`config.mk`:
```
export PLATFORM = sky130hd
export DESIGN_NAME = omw_front
export DESIGN_NICKNAME = d
export VERILOG_FILES = /design/src/hdl/omw_pkg.sv /design/src/hdl/omw_front.sv
export SDC_FILE = /design/constraint.sdc
export NUM_CORES = 2
export LEC_CHECK = 0
export BUFFER_PORTS_ARGS = -buffer_cell sky130_fd_sc_hd__buf_2
export CAP_MARGIN = 25
export CORE_AREA = 2 2 277 279
export DETAILED_ROUTE_END_ITERATION = 10
export DIE_AREA = 0 0 279 281
export PLACE_DENSITY = 0.74
export SYNTH_ARGS = -nofsm -noshare
export SYNTH_HDL_FRONTEND = slang
export SYNTH_SLANG_ARGS = --single-unit
```
`constraint.sdc`:
```
create_clock -name aclk -period 16.1 [get_ports aclk]
set_input_delay 1.61 -clock aclk [delete_from_list [all_inputs] [get_ports aclk]]
set_output_delay 1.61 -clock aclk [all_outputs]
set_load 0.1 [all_outputs]
```
`src/hdl/omw_pkg.sv`:
```
// Shared constants and types for the omni wheel mixer and speed limiter.
// No dependencies; used by every module of the block.
package omw_pkg;

    localparam int VEL_W        = 16;   // signed Q12.4 velocity fields
    localparam int RADIUS_W     = 14;   // unsigned Q6.8 rotation gain
    localparam int SPEED_W      = 16;   // unsigned Q12.4 speed limit
    localparam int WHEEL_W      = 23;   // signed Q.4 wheel target
    localparam int PEAK_W       = WHEEL_W - 1;  // largest positive target, unsigned
    localparam int LANES        = 4;
    localparam int QUOT_W       = WHEEL_W;      // quotient bits, one divider stage each
    localparam int PROD_W       = WHEEL_W + SPEED_W;
    localparam int COEF_W       = 16;
    localparam int CVPROD_W     = VEL_W + COEF_W - 1;
    localparam int RWPROD_W     = VEL_W + RADIUS_W + 1;
    localparam int COEF_SHIFT   = 15;
    localparam int RADIUS_SHIFT = 8;
    localparam int CFG_DATA_W   = 16;
    localparam int CFG_ADDR_W   = 2;
    localparam int QUEUE_DEPTH  = 4;

    // 0.707 in Q1.15
    localparam logic signed [COEF_W-1:0] COEF_Q15 = 16'sd23167;

    localparam logic [RADIUS_W-1:0] RADIUS_RST = 14'd4608;  // 18.0
    localparam logic [SPEED_W-1:0]  SPEED_RST  = 16'd2880;  // 180.0

    typedef enum logic [CFG_ADDR_W-1:0] {
        CFG_ENABLE       = 2'd0,
        CFG_WHEEL_RADIUS = 2'd1,
        CFG_SPEED_LIMIT  = 2'd2
    } cfg_index_t;

    // Queue entry: four targets (front left lowest) and their positive peak
    typedef struct packed {
        logic [LANES-1:0][WHEEL_W-1:0] target;
        logic [PEAK_W-1:0]             peak;
    } omw_item_t;

endpackage

```
`src/hdl/omw_front.sv`:
```
// Front part: accepts velocity commands, mixes them into four wheel targets
// and finds the positive peak. Depends on omw_pkg.
module omw_front (
    input  logic                                 aclk,
    input  logic                                 aresetn,
    input  logic                                 s_valid,
    output logic                                 s_ready,
    input  logic signed [omw_pkg::VEL_W-1:0]     vel_x,
    input  logic signed [omw_pkg::VEL_W-1:0]     vel_y,
    input  logic signed [omw_pkg::VEL_W-1:0]     vel_turn,
    input  logic                                 enable,
    input  logic [omw_pkg::RADIUS_W-1:0]         wheel_radius,
    input  logic                                 queue_full,
    output logic                                 push,
    output omw_pkg::omw_item_t                   item
);

    localparam int WW = omw_pkg::WHEEL_W;
    localparam int L  = omw_pkg::LANES;

    logic                                   adv;
    logic [4:0]                             vld_reg, vld_next;

    logic signed [omw_pkg::VEL_W-1:0]       x_reg, y_reg, w_reg;
    logic [omw_pkg::RADIUS_W-1:0]           rad_reg;
    logic signed [omw_pkg::CVPROD_W-1:0]    cx_prod_reg, cy_prod_reg;
    logic signed [omw_pkg::RWPROD_W-1:0]    rw_prod_reg;
    logic signed [WW-1:0]                   t3_reg [L];
    logic signed [WW-1:0]                   t4_reg [L];
    logic signed [WW-1:0]                   max01_reg, max23_reg;
    logic [L-1:0][WW-1:0]                   t5_reg;
    logic [omw_pkg::PEAK_W-1:0]             peak_reg;

    logic signed [omw_pkg::VEL_W-1:0]       cx, cy;
    logic signed [WW-1:0]                   cx_e, cy_e, rw_e, max_all;

    // whole front moves together; it only waits on the queue
    assign adv     = !vld_reg[4] || !queue_full;
    assign s_ready = adv;
    assign push    = vld_reg[4] && !queue_full;

    // commands arriving while disabled are dropped
    assign vld_next = {vld_reg[3:0], s_valid && enable};

    always_ff @(posedge aclk) begin
        if (!aresetn) begin
            vld_reg <= '0;
        end else if (adv) begin
            vld_reg <= vld_next;
        end
    end

    // floor to Q.4 is an arithmetic shift
    assign cx   = cx_prod_reg[omw_pkg::CVPROD_W-1 -: omw_pkg::VEL_W];
    assign cy   = cy_prod_reg[omw_pkg::CVPROD_W-1 -: omw_pkg::VEL_W];
    assign cx_e = WW'(cx);
    assign cy_e = WW'(cy);
    assign rw_e = WW'(rw_prod_reg >>> omw_pkg::RADIUS_SHIFT);

    assign max_all = (max01_reg > max23_reg) ? max01_reg : max23_reg;

    always_ff @(posedge aclk) begin
        if (adv) begin
            x_reg   <= vel_x;
            y_reg   <= vel_y;
            w_reg   <= vel_turn;
            rad_reg <= wheel_radius;

            cx_prod_reg <= omw_pkg::CVPROD_W'(x_reg * omw_pkg::COEF_Q15);
            cy_prod_reg <= omw_pkg::CVPROD_W'(y_reg * omw_pkg::COEF_Q15);
            rw_prod_reg <= omw_pkg::RWPROD_W'(w_reg * $signed({1'b0, rad_reg}));

            t3_reg[0] <= rw_e - cx_e - cy_e;
            t3_reg[1] <= rw_e + cx_e - cy_e;
            t3_reg[2] <= rw_e + cx_e + cy_e;
            t3_reg[3] <= rw_e - cx_e + cy_e;

            for (int i = 0; i < L; i++) begin
                t4_reg[i] <= t3_reg[i];
            end
            max01_reg <= (t3_reg[0] > t3_reg[1]) ? t3_reg[0] : t3_reg[1];
            max23_reg <= (t3_reg[2] > t3_reg[3]) ? t3_reg[2] : t3_reg[3];

            for (int i = 0; i < L; i++) begin
                t5_reg[i] <= t4_reg[i];
            end
            peak_reg <= (max_all > 0) ? max_all[omw_pkg::PEAK_W-1:0] : '0;
        end
    end

    assign item.target = t5_reg;
    assign item.peak   = peak_reg;

endmodule

```
==> impl_metrics.yaml <==
run_status:
  status: "completed"
clocking:
  cts_resized: 0
  root_buffer: "clkbuf_16"
  cts_buffers: 52
  cts.sinks: 460
  clk_pin_slew_ns: 0.06
  ctsHoldBuffers: 0
  cts_tree: "yes"
  cts_setup_buffers: 0
  clock_latency_ns: 0.64
  htreeDepth: 2
  cts_max_path_buffers: 3
synthesis:
  synth_edf_count: 455
  synth_cells: 3826
  synth_common_cells: "inv_1 (783), ha_1 (536), fa_1 (470)"
  yosysMostFrequentCell: "inv_1"
  ys_seq_elements: 460
  async_flop_share_pct: 0
  synth_area_leaders: "edfxtp_1 (32%), fa_1 (22%), ha_1 (16%)"
  synthesis.area_mm2: 0.0426
  syn_avg_cell_area_um2: 11.1
  yosys.area.top_type_share_pct: 32.1
  synth_top_cell_by_area: "edfxtp_1"
  ys_types: 82
  yosysSeqAreaShare_pct: 32.3
  synthFlopType: "edfxtp_1"
  ys.warnings.count: 0
  synth_nets: 4899
final_layout:
  antenna_cells: 0
  area_growth_pct: 8.43
  drive_above_1_share_pct: 8.85
  final_nets: 5055
  multi_input_area_mm2: 0.0255
  seq_area_mm2: 0.0138
  fillCellCount: 6003
route:
  vias: 26900
  drc_errors: 0
  drt_iter0_drc: 1354
  detail-route-antenna-nets: 0
  wl_per_cell_um: 17.5
  wl_um: 87400
  vias_per_cell: 5.37
  drt_first_pass_iters: 6
floorplanning:
  start_util_pct: 56.4
  row_count: 101
  io_pins: 183
  die_area_mm2: 0.0784
  die_h_um: 281
  core_area_mm2: 0.0754
  die_w_um: 279
setup_path:
  crit_path_end: "cx_prod_reg[30]"
  cp-end-kind: "flop"
  worstPathArrival_ns: 7.20
  critPathMaxFanout: 52
  cp-start-kind: "flop"
  required_ns: 16.45
  rr_startpoint: "x_reg[15]"
  regToRegEndpoint: "cx_prod_reg[30]"
  regToRegSetupSlack_ns: 9.25
  critPathLaunch: "x_reg[15]"
  reg2reg_depth: 24
  criticalPathCategory: "reg2reg"
timing:
  min_period_ns: 6.85
  hold_violations: 0
  fin_skew_ns: 0.0379
  worstMarginPinSlew_ns: 0.977
  max-slew-margin-rel_pct: 34.9
  slew_violations: 0
  timing.final.crit_share_pct: 42.5
  finalSetupTns_ns: 0
  rsz0062_at_grt: "false"
  fmaxAchievable_mhz: 146
  finalSetupViolCount: 0
worst_hold_path:
  hp-class: "reg2reg"
placed_design:
  hpwl_um: 71300
  gp_congestion: 0.923
  port_buffers: 182
grt:
  grt_pass1_wl_um: 144000
  first_global_vias: 27900
  grt-ovfl-total: 0
  grt_max_degree: 90
  antenna_found_initial: 0
  grt.total_usage_pct: 23.2
flow_run:
  cap_violations: 0
==> how the worst min path moves through the flow <==
| stage | from | endpoint | slack, ns | cells past startpoint |
|---|---|---|---|---|
| finish | t4_reg[2][5] | item[73] | 0.42 | 0 |
| global placement | t4_reg[2][15] | item[83] | 0.40 | 0 |
| floorplan | t4_reg[3][9] | item[100] | 0.40 | 0 |
| global route | t4_reg[3][5] | item[96] | 0.42 | 0 |
| CTS | t4_reg[2][5] | item[73] | 0.42 | 0 |
| detailed placement | t4_reg[0][6] | item[28] | 0.40 | 0 |
==> layout make-up <==
cell class | instances | area share, %
sequential | 460 | 29.8
clock buffer | 64 | 2.92
timing repair buffer | 200 | 2.32
tap | 978 | 2.65
multi-input combinational | 2481 | 55.2
inverter | 787 | 6.40
clock inverter | 29 | 0.683
==> cell usage in the layout (no fill, tap or decap), types with 23 or more instances in the layout <==
master	n
nand2b_1	28
a21o_1	52
buf_2	182
fa_1	470
mux2_2	23
o21a_1	26
xnor2_1	144
o21bai_1	23
clkbuf_16	52
xor2_1	59
o21ai_0	59
inv_1	783
and2_1	152
or2_2	33
nand4_1	41
nor2_1	179
nor2b_1	33
a221o_1	23
edfxtp_1	455
nand2_1	143
a21oi_1	144
ha_1	536
nor3_1	41
nand3_1	35
==> layer usage <==
metal	vias to the layer above	wire length [um]	track usage, %
met1	13200	37100	30.0
met3	166	3360	2.41
met4	0	3180	8.24
li1	12900	-	-
met5	-	0	0
met2	604	43800	40.7
==> stage by stage <==
stage / utilization, % / setup slack, ns / std cells / area, um^2 / hold WS, ns
after floorplan: - / 2.71 / 3826 / 42600 / 0.400
after global placement: 58.9 / 9.42 / 4904 / 44400 / 0.402
after detailed placement: 58.9 / 9.31 / 4905 / 44500 / 0.405
after CTS: 61.1 / 9.26 / 4998 / 46100 / 0.415
after global routing: 61.2 / 8.73 / 4999 / 46100 / 0.421
final: 61.2 / 9.25 / 4999 / 46100 / 0.417
==> cell families (layout without fill, tap and decap cells) <==
family / Yosys count / in the layout / share of synthesized area (%)
compound gates: 478 / 478 / 7.62
xor+xnor: 204 / 204 / 4.22
fa+ha+maj: 1006 / 1006 / 37.9
buf+inv: 885 / 1080 / 7.88
flops: 460 / 460 / 32.3
mux: 45 / 45 / 1.13
simple gates: 748 / 748 / 8.96
==> worst max-delay path, cell delays in order (launching register included) <==
cell and delay [ns]:
edfxtp_1 0.31, buf_4 0.51, inv_1 0.37, fa_1 0.61, inv_1 0.06, fa_1 0.47
inv_1 0.05, fa_1 0.49, inv_1 0.05, fa_1 0.49, fa_1 0.49, inv_1 0.05
fa_1 0.47, inv_1 0.04, ha_1 0.30, and2_1 0.17, and3_1 0.18, o311ai_1 0.09
o2111ai_1 0.22, a31oi_1 0.35, o21ai_1 0.18, o21a_1 0.23, o21ai_1 0.17, nand2b_1 0.09
xnor2_1 0.12
Power is not shown: default switching activity piles up to over one toggle a cycle in this logic, so the estimate is an artifact.
