`src/hdl/omw_pkg.sv`:
```
// Shared constants and types for the omni wheel mixer and speed limiter.
// No dependencies; used by every module of the block.
package omw_pkg;

    localparam int VEL_W        = 16;   // signed Q12.4 velocity fields
    localparam int RADIUS_W     = 14;   // unsigned Q6.8 rotation gain
    localparam int SPEED_W      = 16;   // unsigned Q12.4 speed limit
    localparam int WHEEL_W      = 23;   // signed Q.4 wheel target
    localparam int PEAK_W       = WHEEL_W - 1;  // largest positive target, unsigned
    localparam int LANES        = 4;
    localparam int QUOT_W       = WHEEL_W;      // quotient bits, one divider stage each
    localparam int PROD_W       = WHEEL_W + SPEED_W;
    localparam int COEF_W       = 16;
    localparam int CVPROD_W     = VEL_W + COEF_W - 1;
    localparam int RWPROD_W     = VEL_W + RADIUS_W + 1;
    localparam int COEF_SHIFT   = 15;
    localparam int RADIUS_SHIFT = 8;
    localparam int CFG_DATA_W   = 16;
    localparam int CFG_ADDR_W   = 2;
    localparam int QUEUE_DEPTH  = 4;

    // 0.707 in Q1.15
    localparam logic signed [COEF_W-1:0] COEF_Q15 = 16'sd23167;

    localparam logic [RADIUS_W-1:0] RADIUS_RST = 14'd4608;  // 18.0
    localparam logic [SPEED_W-1:0]  SPEED_RST  = 16'd2880;  // 180.0

    typedef enum logic [CFG_ADDR_W-1:0] {
        CFG_ENABLE       = 2'd0,
        CFG_WHEEL_RADIUS = 2'd1,
        CFG_SPEED_LIMIT  = 2'd2
    } cfg_index_t;

    // Queue entry: four targets (front left lowest) and their positive peak
    typedef struct packed {
        logic [LANES-1:0][WHEEL_W-1:0] target;
        logic [PEAK_W-1:0]             peak;
    } omw_item_t;

endpackage

```
`src/hdl/omw_queue.sv`:
```
// Short queue between the mixing front and the scaling back.
// Depends on omw_pkg for the entry type.
module omw_queue #(
    parameter int DEPTH = omw_pkg::QUEUE_DEPTH
) (
    input  logic               aclk,
    input  logic               aresetn,
    input  logic               push,
    input  omw_pkg::omw_item_t wr_item,
    output logic               full,
    input  logic               pop,
    output logic               empty,
    output omw_pkg::omw_item_t rd_item
);

    localparam int PTR_W = (DEPTH > 1) ? $clog2(DEPTH) : 1;
    localparam int CNT_W = $clog2(DEPTH + 1);

    omw_pkg::omw_item_t entry_reg [DEPTH];
    logic [PTR_W-1:0]   wr_ptr_reg, wr_ptr_next;
    logic [PTR_W-1:0]   rd_ptr_reg, rd_ptr_next;
    logic [CNT_W-1:0]   count_reg, count_next;

    assign full    = (count_reg == CNT_W'(DEPTH));
    assign empty   = (count_reg == '0);
    assign rd_item = entry_reg[rd_ptr_reg];

    always_comb begin
        wr_ptr_next = wr_ptr_reg;
        rd_ptr_next = rd_ptr_reg;
        count_next  = count_reg;
        if (push) begin
            wr_ptr_next = (wr_ptr_reg == PTR_W'(DEPTH - 1)) ? '0 : wr_ptr_reg + 1'b1;
        end
        if (pop) begin
            rd_ptr_next = (rd_ptr_reg == PTR_W'(DEPTH - 1)) ? '0 : rd_ptr_reg + 1'b1;
        end
        if (push && !pop) begin
            count_next = count_reg + 1'b1;
        end else if (pop && !push) begin
            count_next = count_reg - 1'b1;
        end
    end

    always_ff @(posedge aclk) begin
        if (!aresetn) begin
            wr_ptr_reg <= '0;
            rd_ptr_reg <= '0;
            count_reg  <= '0;
        end else begin
            wr_ptr_reg <= wr_ptr_next;
            rd_ptr_reg <= rd_ptr_next;
            count_reg  <= count_next;
        end
    end

    always_ff @(posedge aclk) begin
        if (push) begin
            entry_reg[wr_ptr_reg] <= wr_item;
        end
    end

`ifndef SYNTHESIS
    a_count_bound: assert property (@(posedge aclk) disable iff (!aresetn)
        count_reg <= CNT_W'(DEPTH))
        else $error("queue count beyond depth");
    a_no_pop_empty: assert property (@(posedge aclk) disable iff (!aresetn)
        empty |-> !pop)
        else $error("pop from empty queue");
    a_no_push_full: assert property (@(posedge aclk) disable iff (!aresetn)
        full |-> !push)
        else $error("push into full queue");
`endif

endmodule

```
`config.mk`:
```
export PLATFORM = sky130hd
export DESIGN_NAME = omw_queue
export DESIGN_NICKNAME = d
export VERILOG_FILES = /design/src/hdl/omw_pkg.sv /design/src/hdl/omw_queue.sv
export SDC_FILE = /design/constraint.sdc
export NUM_CORES = 1
export LEC_CHECK = 0
export BUFFER_PORTS_ARGS = -buffer_cell sky130_fd_sc_hd__buf_2
export CELL_PAD_IN_SITES_DETAIL_PLACEMENT = 0
export CELL_PAD_IN_SITES_GLOBAL_PLACEMENT = 1
export CORE_MARGIN = 4
export CORE_UTILIZATION = 54
export CTS_CLUSTER_DIAMETER = 80
export DETAILED_ROUTE_END_ITERATION = 10
export PLACE_DENSITY = 0.82
export SKIP_CTS_REPAIR_TIMING = 1
export SYNTH_ARGS = -nofsm -noshare
export SYNTH_HDL_FRONTEND = slang
export SYNTH_SLANG_ARGS = --single-unit
```
`constraint.sdc`:
```
create_clock -name aclk -period 10.6 [get_ports aclk]
set_input_delay 1.59 -clock aclk [delete_from_list [all_inputs] [get_ports aclk]]
set_output_delay 1.59 -clock aclk [all_outputs]
set_load 0.005 [all_outputs]
```
==> results.cfg, run 1 <==
[floorplanning]
dieArea_um2 = 34200
ios = 234
start_util_pct = 55.0
die_w_um = 185
die-height_um = 185
num_rows = 64
core_um2 = 30700

[drt]
routed_wirelength_um = 30900
vias = 7533
wl_per_cell_um = 23.1
dr.pass1.iters = 7
drtAntennaViolNets = 0
vias_per_cell = 5.63
drtIter0Drc = 560
drc = 0

[logic_synthesis]
synthCells = 640
ys_ff_latch = 465
synth_area_leaders = edfxtp_1 (81%), mux4_2 (15%), dfxtp_1 (1.1%)
synth_nets = 765
yosys_warnings = 0
syn-cell-area_um2 = 16900
synth.distinct_cells = 22
yosysSeqAreaShare_pct = 82.0
synth_top_area_share_pct = 80.9
yosysTopAreaCell = edfxtp_1
syn_area_per_cell_um2 = 26.4

[hold_path]
hold_path.class = flip-flop to flip-flop
min_from = count_reg[2]
holdPathEnd = count_reg[2]
holdPathStages = 2

[finish]
final_area_um2 = 19900
layout.cells.non_filler = 1337
drive_above_1_share_pct = 44.7
largest_reg_flops = 456
area_delta_synth_final_pct = 17.5
num-nets-final = 1027

[critical_path]
required_ns = 9.01
reg2reg_depth = 4
crit_family = buffers and inverters
crit_path_end_kind = output port
worstPathMaxFanout = 45
slowest_stage = buf_4
slowest_delay_ns = 0.83
cp.buffers_inverters = 2
r2r_slack_ns = 8.02
crit_chain = buf_4, mux4_2, buf_2
critPathLaunchType = flip-flop
cp.arrival_ns = 2.95
crit_type = flip-flop to output port
r2r_end = entry_reg[0][30]
r2r-start = wr_ptr_reg[0]

[global_routing]
grt_pass1_vias = 8141
grt_antenna_before_repair = 8
grt_max_degree = 69
grtUsageTotal_pct = 18.2
grt_pass1_wl_um = 47200
overflow = 0

[placement]
port_buffers = 233
place_area_um2 = 18500
place_hpwl_um = 18300
gp_congestion = 0.688
dpl.cell_count = 1250

[timing]
finalSetupTns_ns = 0
min_period_ns = 4.54
hold_viol = 0
worst_slew_pin_slew_ns = 1.01
relSlewSlack_pct = 32.6
maxSlewViolCount = 0
rsz0062_at_grt = false
post-route-period-util_pct = 42.8
skew_ns = 0.0107
setup_violations = 0
fmax_ghz = 0.220

[flow_run]
max-cap-violations = 0

[pwr]
power-per-cell-area_nw_per_um2 = 199
power.leakage_nw = 6.66
ir_drop_v = 0.000162
power.total_w = 0.00396

[clock_network]
cts_made_buffers = 46
insertion_delay_ns = 0.54
clockRootBuffer = clkbuf_16
cts_tree = done
htree_num_levels = 2
cts.path.max_buffers = 3
path_clk_slew_ns = 0.06
cts.sinks = 465

[run_status]
status = finished clean
-- per-stage QoR --
step           utilization, %  hold WS [ns]  worst slack (ns)
2_1_floorplan               -         0.472              5.90
3_3_place_gp             60.0         0.500              6.48
3_5_place_dp             60.0         0.518              6.50
4_1_cts                  64.6         0.539              5.92
5_1_grt                  64.6         0.559              5.75
6_report                 64.7         0.529              6.06
-- cells by family (layout without fill, tap and decap cells) --
kind of cell | Yosys count | in the layout | synth area share [%]
AOI/OAI and AO/OA | 3 | 3 | 0.118
DFF | 465 | 465 | 82.0
buffers and inverters | 30 | 327 | 1.27
other | 0 | 4 | 0
muxes | 118 | 118 | 15.4
adders and majority gates | 7 | 7 | 0.562
xor gates and xnor gates | 2 | 2 | 0.104
and+or+nand+nor | 15 | 15 | 0.532
-- cells in the final DEF, fill, tap and decap left out --
cell,instances
edfxtp_1,456
buf_2,233
mux4_2,114
clkbuf_16,46
clkbuf_1,15
clkinv_1,9
dfxtp_1,7
buf_4,7
ha_1,6
nor2b_1,5
diode_2,4
inv_1,4
and2_4,4
mux2i_1,4
bufinv_16,3
clkinv_2,3
nor3_1,2
dfxtp_4,2
inv_6,2
clkinvlp_4,2
clkbuf_8,2
nor3b_1,1
xnor2_1,1
and2_1,1
nor2_1,1
o21a_1,1
xor2_1,1
o21ai_0,1
or3_1,1
a21boi_0,1
fa_1,1
clkinv_8,1
-- cells in the mapped netlist --
library cell and instances:
a21boi_0 1, and2_1 5, buf_2 13, buf_6 1, buf_8 7, clkbuf_1 5, dfxtp_1 9, edfxtp_1 456
fa_1 1, ha_1 6, inv_1 4, mux2i_1 4, mux4_2 114, nor2_1 1, nor2b_1 5, nor3_1 2
nor3b_1 1, o21a_1 1, o21ai_0 1, or3_1 1, xnor2_1 1, xor2_1 1
-- worst register-to-register path, cell delays in order (launching register included) --
cell and delay, ns:
dfxtp_1 0.35, inv_1 0.09, ha_1 0.14, and2_4 0.68, buf_4 0.89
-- worst max-delay path by stage --
stage                          from               to  depth (start not counted)
final                     flip-flop     rd_item[108]                          3
after global routing      flip-flop      rd_item[79]                          3
after CTS                 flip-flop     rd_item[108]                          3
after detailed placement  flip-flop     rd_item[108]                          3
after global placement    flip-flop     rd_item[108]                          3
after floorplan                push  entry_reg[0][0]                          1
-- power breakdown --
part | internal, W | leakage, nW | switching, W
registers | 0.00211 | 4.26 | 0.0000292
logic | 0.000146 | 1.72 | 0.000150
clock network | 0.000889 | 0.683 | 0.000634
total | 0.00314 | 6.66 | 0.000814
-- metal layers --
| layer | routed length (um) | part of all wire (%) | track usage [%] |
|---|---|---|---|
| met5 | 83 | 0.27 | 0 |
| met4 | 472 | 1.5 | 3.67 |
| met3 | 3200 | 10 | 6.56 |
| met2 | 14800 | 48 | 28.8 |
| met1 | 12300 | 40 | 25.1 |
-- cell type report --
type	instances	area, um2
Antenna cell	4	10.0
Clock buffer	63	1230
Timing Repair Buffer	240	1220
Multi-Input combinational cell	145	2840
Tap cell	396	495
Fill cell	2011	10900
Clock inverter	20	188
Inverter	4	15.0
Sequential cell	465	13900
No activity file was read; power rests on OpenSTA's default activity.
==> run 2: changes to the inputs <==
--- a/config.mk
+++ b/config.mk
@@ -9,10 +9,10 @@
 export CELL_PAD_IN_SITES_DETAIL_PLACEMENT = 0
 export CELL_PAD_IN_SITES_GLOBAL_PLACEMENT = 1
 export CORE_MARGIN = 4
-export CORE_UTILIZATION = 54
+export CORE_UTILIZATION = 50
 export CTS_CLUSTER_DIAMETER = 80
 export DETAILED_ROUTE_END_ITERATION = 10
-export PLACE_DENSITY = 0.82
+export PLACE_DENSITY = 0.77
 export SKIP_CTS_REPAIR_TIMING = 1
 export SYNTH_ARGS = -nofsm -noshare
 export SYNTH_HDL_FRONTEND = slang
==> constraint.sdc (replaced) <==
create_clock -name aclk -period 4.55 [get_ports aclk]
set_input_delay 0.6825 -clock aclk [delete_from_list [all_inputs] [get_ports aclk]]
set_output_delay 0.6825 -clock aclk [all_outputs]
set_load 0.005 [all_outputs]
==> results.cfg, run 2 (synthesis gave the netlist of run 1 again) <==
[floorplanning]
core_um2 = 33400
num_rows = 67
ios = 234
die-height_um = 192
die_w_um = 192
start_util_pct = 50.6
dieArea_um2 = 36800

[pwr]
ir_drop_v = 0.000346
power.leakage_nw = 6.72
power-per-cell-area_nw_per_um2 = 458

[placement]
port_buffers = 233
dpl.cell_count = 1308
gp_congestion = 0.682
place_hpwl_um = 18900

[critical_path]
r2r_slack_ns = 2.38
crit_path_end_kind = output port
cp.arrival_ns = 2.53
critPathLaunchType = flip-flop
required_ns = 3.87
worstPathMaxFanout = 37
slowest_stage = dfxtp_4
crit_type = flip-flop to output port
slowest_delay_ns = 0.85
crit_chain = buf_12, mux4_2, buf_2

[global_routing]
grt_pass1_vias = 8188
overflow = 0
grt_pass1_wl_um = 47400
grt_antenna_before_repair = 8
grt_max_degree = 61
grtUsageTotal_pct = 16.9

[clock_network]
cts.path.max_buffers = 3
path_clk_slew_ns = 0.06
clockRootBuffer = clkbuf_16
cts.sinks = 465
cts_made_buffers = 47
htree_num_levels = 2
insertion_delay_ns = 0.52
cts_tree = done

[timing]
min_period_ns = 3.21
relSlewSlack_pct = 41.3
finalSetupTns_ns = 0
hold_viol = 0
maxSlewViolCount = 0
worst_slew_pin_slew_ns = 0.881
rsz0062_at_grt = false
post-route-period-util_pct = 70.6
setup_violations = 0
fmax_ghz = 0.311
skew_ns = 0.0148
whs_ns = 0.364

[finish]
regArea_um2 = 13900
num-nets-final = 1034
multi_input_area_um2 = 2840
mostFrequentLayoutCell = edfxtp_1
area_delta_synth_final_pct = 18.6
n_fill_cell = 2385
final_cell_mix = edfxtp_1 (456), buf_2 (233), mux4_2 (114)
largest_reg_flops = 456
drive_above_1_share_pct = 45.4
layout.cells.non_filler = 1399

[flow_run]
max-cap-violations = 0

[drt]
dr.pass1.iters = 7
drtAntennaViolNets = 0
drtIter0Drc = 460
vias = 7588
routed_wirelength_um = 31000
drc = 0
wl_per_cell_um = 22.2
vias_per_cell = 5.42

[run_status]
status = finished clean

[hold_path]
hold_path.class = primary input to flip-flop
[run 2: cell types whose count changed in the layout (fill, tap and decap cells not counted), sizes merged]
| cell | change |
|---|---|
| clkinv | +7 |
| buf | +6 |
| clkbuf | -3 |
| diode | +2 |
| bufinv | -1 |
| clkinvlp | -1 |
[run 2: worst paths after layout]
| path | end | start | cells past startpoint |
|---|---|---|---|
| hold / removal | entry_reg[2][112] | wr_item[112] | 1 |
| setup / recovery | rd_item[58] | flip-flop | 3 |
| hold reg to reg | count_reg[2] | count_reg[2] | 2 |
| setup reg to reg | entry_reg[3][2] | wr_ptr_reg[0] | 3 |
[run 2: through the flow]
stage	util (%)	worst slack (ns)	total power (W)	area, um2
floorplan	-	0.761	0.00545	16900
finish	60.0	1.34	0.00919	20100
global placement	55.7	1.79	0.00578	18600
detailed placement	55.7	1.81	0.00579	18600
CTS	59.9	1.23	0.00931	20000
global route	59.9	1.11	0.00956	20000
[run 2: per-layer routing]
| metal | global-route usage [%] | wire length, um | vias up |
|---|---|---|---|
| met5 | 0 | 56 | - |
| met3 | 5.31 | 2530 | 51 |
| met4 | 3.56 | 552 | 10 |
| met1 | 23.1 | 12900 | 3980 |
| li1 | - | - | 3318 |
| met2 | 27.3 | 14900 | 229 |
[run 2: power breakdown]
| part | total, W | leakage (nW) | internal, W | switching, W |
|---|---|---|---|---|
| sequential | 0.00498 | 4.26 | 0.00491 | 0.0000706 |
| combinational | 0.000704 | 1.77 | 0.000351 | 0.000352 |
| clock | 0.00350 | 0.691 | 0.00202 | 0.00148 |
| total | 0.00919 | 6.72 | 0.00728 | 0.00191 |
[run 2: area by class of cell]
| cell class | count | share of cell area [%] |
|---|---|---|
| inverter | 4 | 0.0749 |
| tap | 448 | 2.79 |
| timing repair buffer | 246 | 6.67 |
| clock buffer | 60 | 6.11 |
| sequential | 465 | 69.2 |
| clock inverter | 25 | 0.917 |
| antenna | 6 | 0.0749 |
| multi-input combinational | 145 | 14.2 |
[run 2: worst max-delay path, delay by kind of cell, from the launching register on]
family | cells | cell delay (ns)
muxes | 1 | 0.58
buffers and inverters | 2 | 0.51
DFF | 1 | 0.85
==> run 3: changes to the inputs <==
--- a/config.mk
+++ b/config.mk
@@ -9,10 +9,10 @@
 export CELL_PAD_IN_SITES_DETAIL_PLACEMENT = 0
 export CELL_PAD_IN_SITES_GLOBAL_PLACEMENT = 1
 export CORE_MARGIN = 4
-export CORE_UTILIZATION = 50
+export CORE_UTILIZATION = 45
 export CTS_CLUSTER_DIAMETER = 80
 export DETAILED_ROUTE_END_ITERATION = 10
-export PLACE_DENSITY = 0.77
+export PLACE_DENSITY = 0.73
 export SKIP_CTS_REPAIR_TIMING = 1
 export SYNTH_ARGS = -nofsm -noshare
 export SYNTH_HDL_FRONTEND = slang
==> constraint.sdc (replaced) <==
create_clock -name aclk -period 2.9 [get_ports aclk]
set_input_delay 0.435 -clock aclk [delete_from_list [all_inputs] [get_ports aclk]]
set_output_delay 0.435 -clock aclk [all_outputs]
set_load 0.005 [all_outputs]
==> results.cfg, run 3 (synthesis gave the netlist of run 1 again) <==
[floorplanning]
num_rows = 70
ios = 234
start_util_pct = 45.9
dieArea_um2 = 40800
die-height_um = 202
core_um2 = 36900
die_w_um = 202

[finish]
drive_above_1_share_pct = 45.7
largest_reg_flops = 456
final_cell_mix = edfxtp_1 (456), buf_2 (233), mux4_2 (114)
num-nets-final = 1037
n_fill_cell = 2766
area_delta_synth_final_pct = 19.7
mostFrequentLayoutCell = edfxtp_1
layout.cells.non_filler = 1453

[placement]
port_buffers = 233
place_hpwl_um = 19300
dpl.cell_count = 1367
gp_congestion = 0.685

[pwr]
power.total_w = 0.0146
power.leakage_nw = 6.75
power-per-cell-area_nw_per_um2 = 722
ir_drop_v = 0.000543

[critical_path]
crit_chain = buf_12, mux4_2, buf_2
r2r-start = wr_ptr_reg[0]
required_ns = 2.47
cp.buffers_inverters = 2
worstPathMaxFanout = 42
slowest_stage = mux4_2
crit_path_end_kind = output port
r2r_end = entry_reg[3][93]
r2r_slack_ns = 1.18
cp.arrival_ns = 2.18
crit_type = flip-flop to output port
slowest_delay_ns = 0.57
critPathLaunchType = flip-flop
crit_family = multiplexers
reg2reg_depth = 3

[clock_network]
cts.sinks = 465
cts_made_buffers = 47
insertion_delay_ns = 0.55
cts.path.max_buffers = 3
clockRootBuffer = clkbuf_16
htree_num_levels = 2
path_clk_slew_ns = 0.06
cts_tree = done

[hold_path]
holdPathStages = 1
holdPathEnd = entry_reg[1][75]
min_from = wr_item[75]
hold_path.class = primary input to flip-flop

[timing]
hold_viol = 0
setup_violations = 0
post-route-period-util_pct = 90.1
worst_slew_pin_slew_ns = 0.417
skew_ns = 0.0163
fmax_ghz = 0.383
maxSlewViolCount = 0
min_period_ns = 2.61
rsz0062_at_grt = false
relSlewSlack_pct = 72.2
finalSetupTns_ns = 0

[drt]
drc = 0
drtAntennaViolNets = 0
dr.pass1.iters = 4
wl_per_cell_um = 21.8
routed_wirelength_um = 31700
vias_per_cell = 5.18
vias = 7527
drtIter0Drc = 384

[global_routing]
grt_pass1_wl_um = 49600
overflow = 0
grt_pass1_vias = 8304
grt_antenna_before_repair = 6
grt_max_degree = 64
grtUsageTotal_pct = 15.7

[flow_run]
max-cap-violations = 0

[run_status]
status = finished clean
[run 3: cell count changes in the layout (fill, tap and decap cells not counted), sizes merged]
| cell | previous run | this run |
|---|---|---|
| clkinv | 20 | 14 |
| buf | 246 | 249 |
| clkinvlp | 1 | 4 |
| bufinv | 2 | 4 |
| clkbuf | 60 | 58 |
| diode | 6 | 5 |
| inv | 6 | 5 |
[run 3: layout make-up]
class | count | area (um2) | share of cell area [%]
inverter | 4 | 15.0 | 0.0741
timing repair buffer | 249 | 1440 | 7.09
sequential | 465 | 13900 | 68.5
clock buffer | 58 | 1220 | 6.01
multi-input combinational | 145 | 2840 | 14.0
clock inverter | 23 | 219 | 1.08
tap | 504 | 631 | 3.11
antenna | 5 | 12.5 | 0.0618
[run 3: worst max path at each step]
stage	start	slack (ns)	cells after the start	end
final	flip-flop	0.29	3	rd_item[57]
after global routing	flip-flop	0.13	3	rd_item[106]
after CTS	flip-flop	0.19	3	rd_item[106]
after detailed placement	flip-flop	0.81	3	rd_item[106]
after global placement	flip-flop	0.82	3	rd_item[106]
after floorplan	wr_ptr_reg[0]	0.50	2	entry_reg[3][0]
[run 3: stage by stage]
stage                     cell area (um2)  hold slack (ns)  utilization [%]  setup slack (ns)
final                               20300           0.0855             54.9             0.287
after global routing                20200           0.0647             54.9             0.130
after CTS                           20200           0.0456             54.9             0.191
after detailed placement            18800            0.510             51.0             0.811
after global placement              18800            0.501             51.0             0.822
after floorplan                     16900            0.472                -             0.502
[run 3: report_power, final]
part	total [W]	internal (W)	leakage [nW]	switching (W)
logic	0.00115	0.000568	1.80	0.000584
registers	0.00778	0.00770	4.26	0.0000818
clock network	0.00569	0.00332	0.690	0.00237
[run 3: metal layers]
metal	up-vias	global-route usage, %	part of all wire (%)
met5	-	0	0.15
met1	3935	20.6	41
met2	205	25.6	49
met4	10	5.00	2.5
li1	3311	-	-
met3	66	4.75	6.6
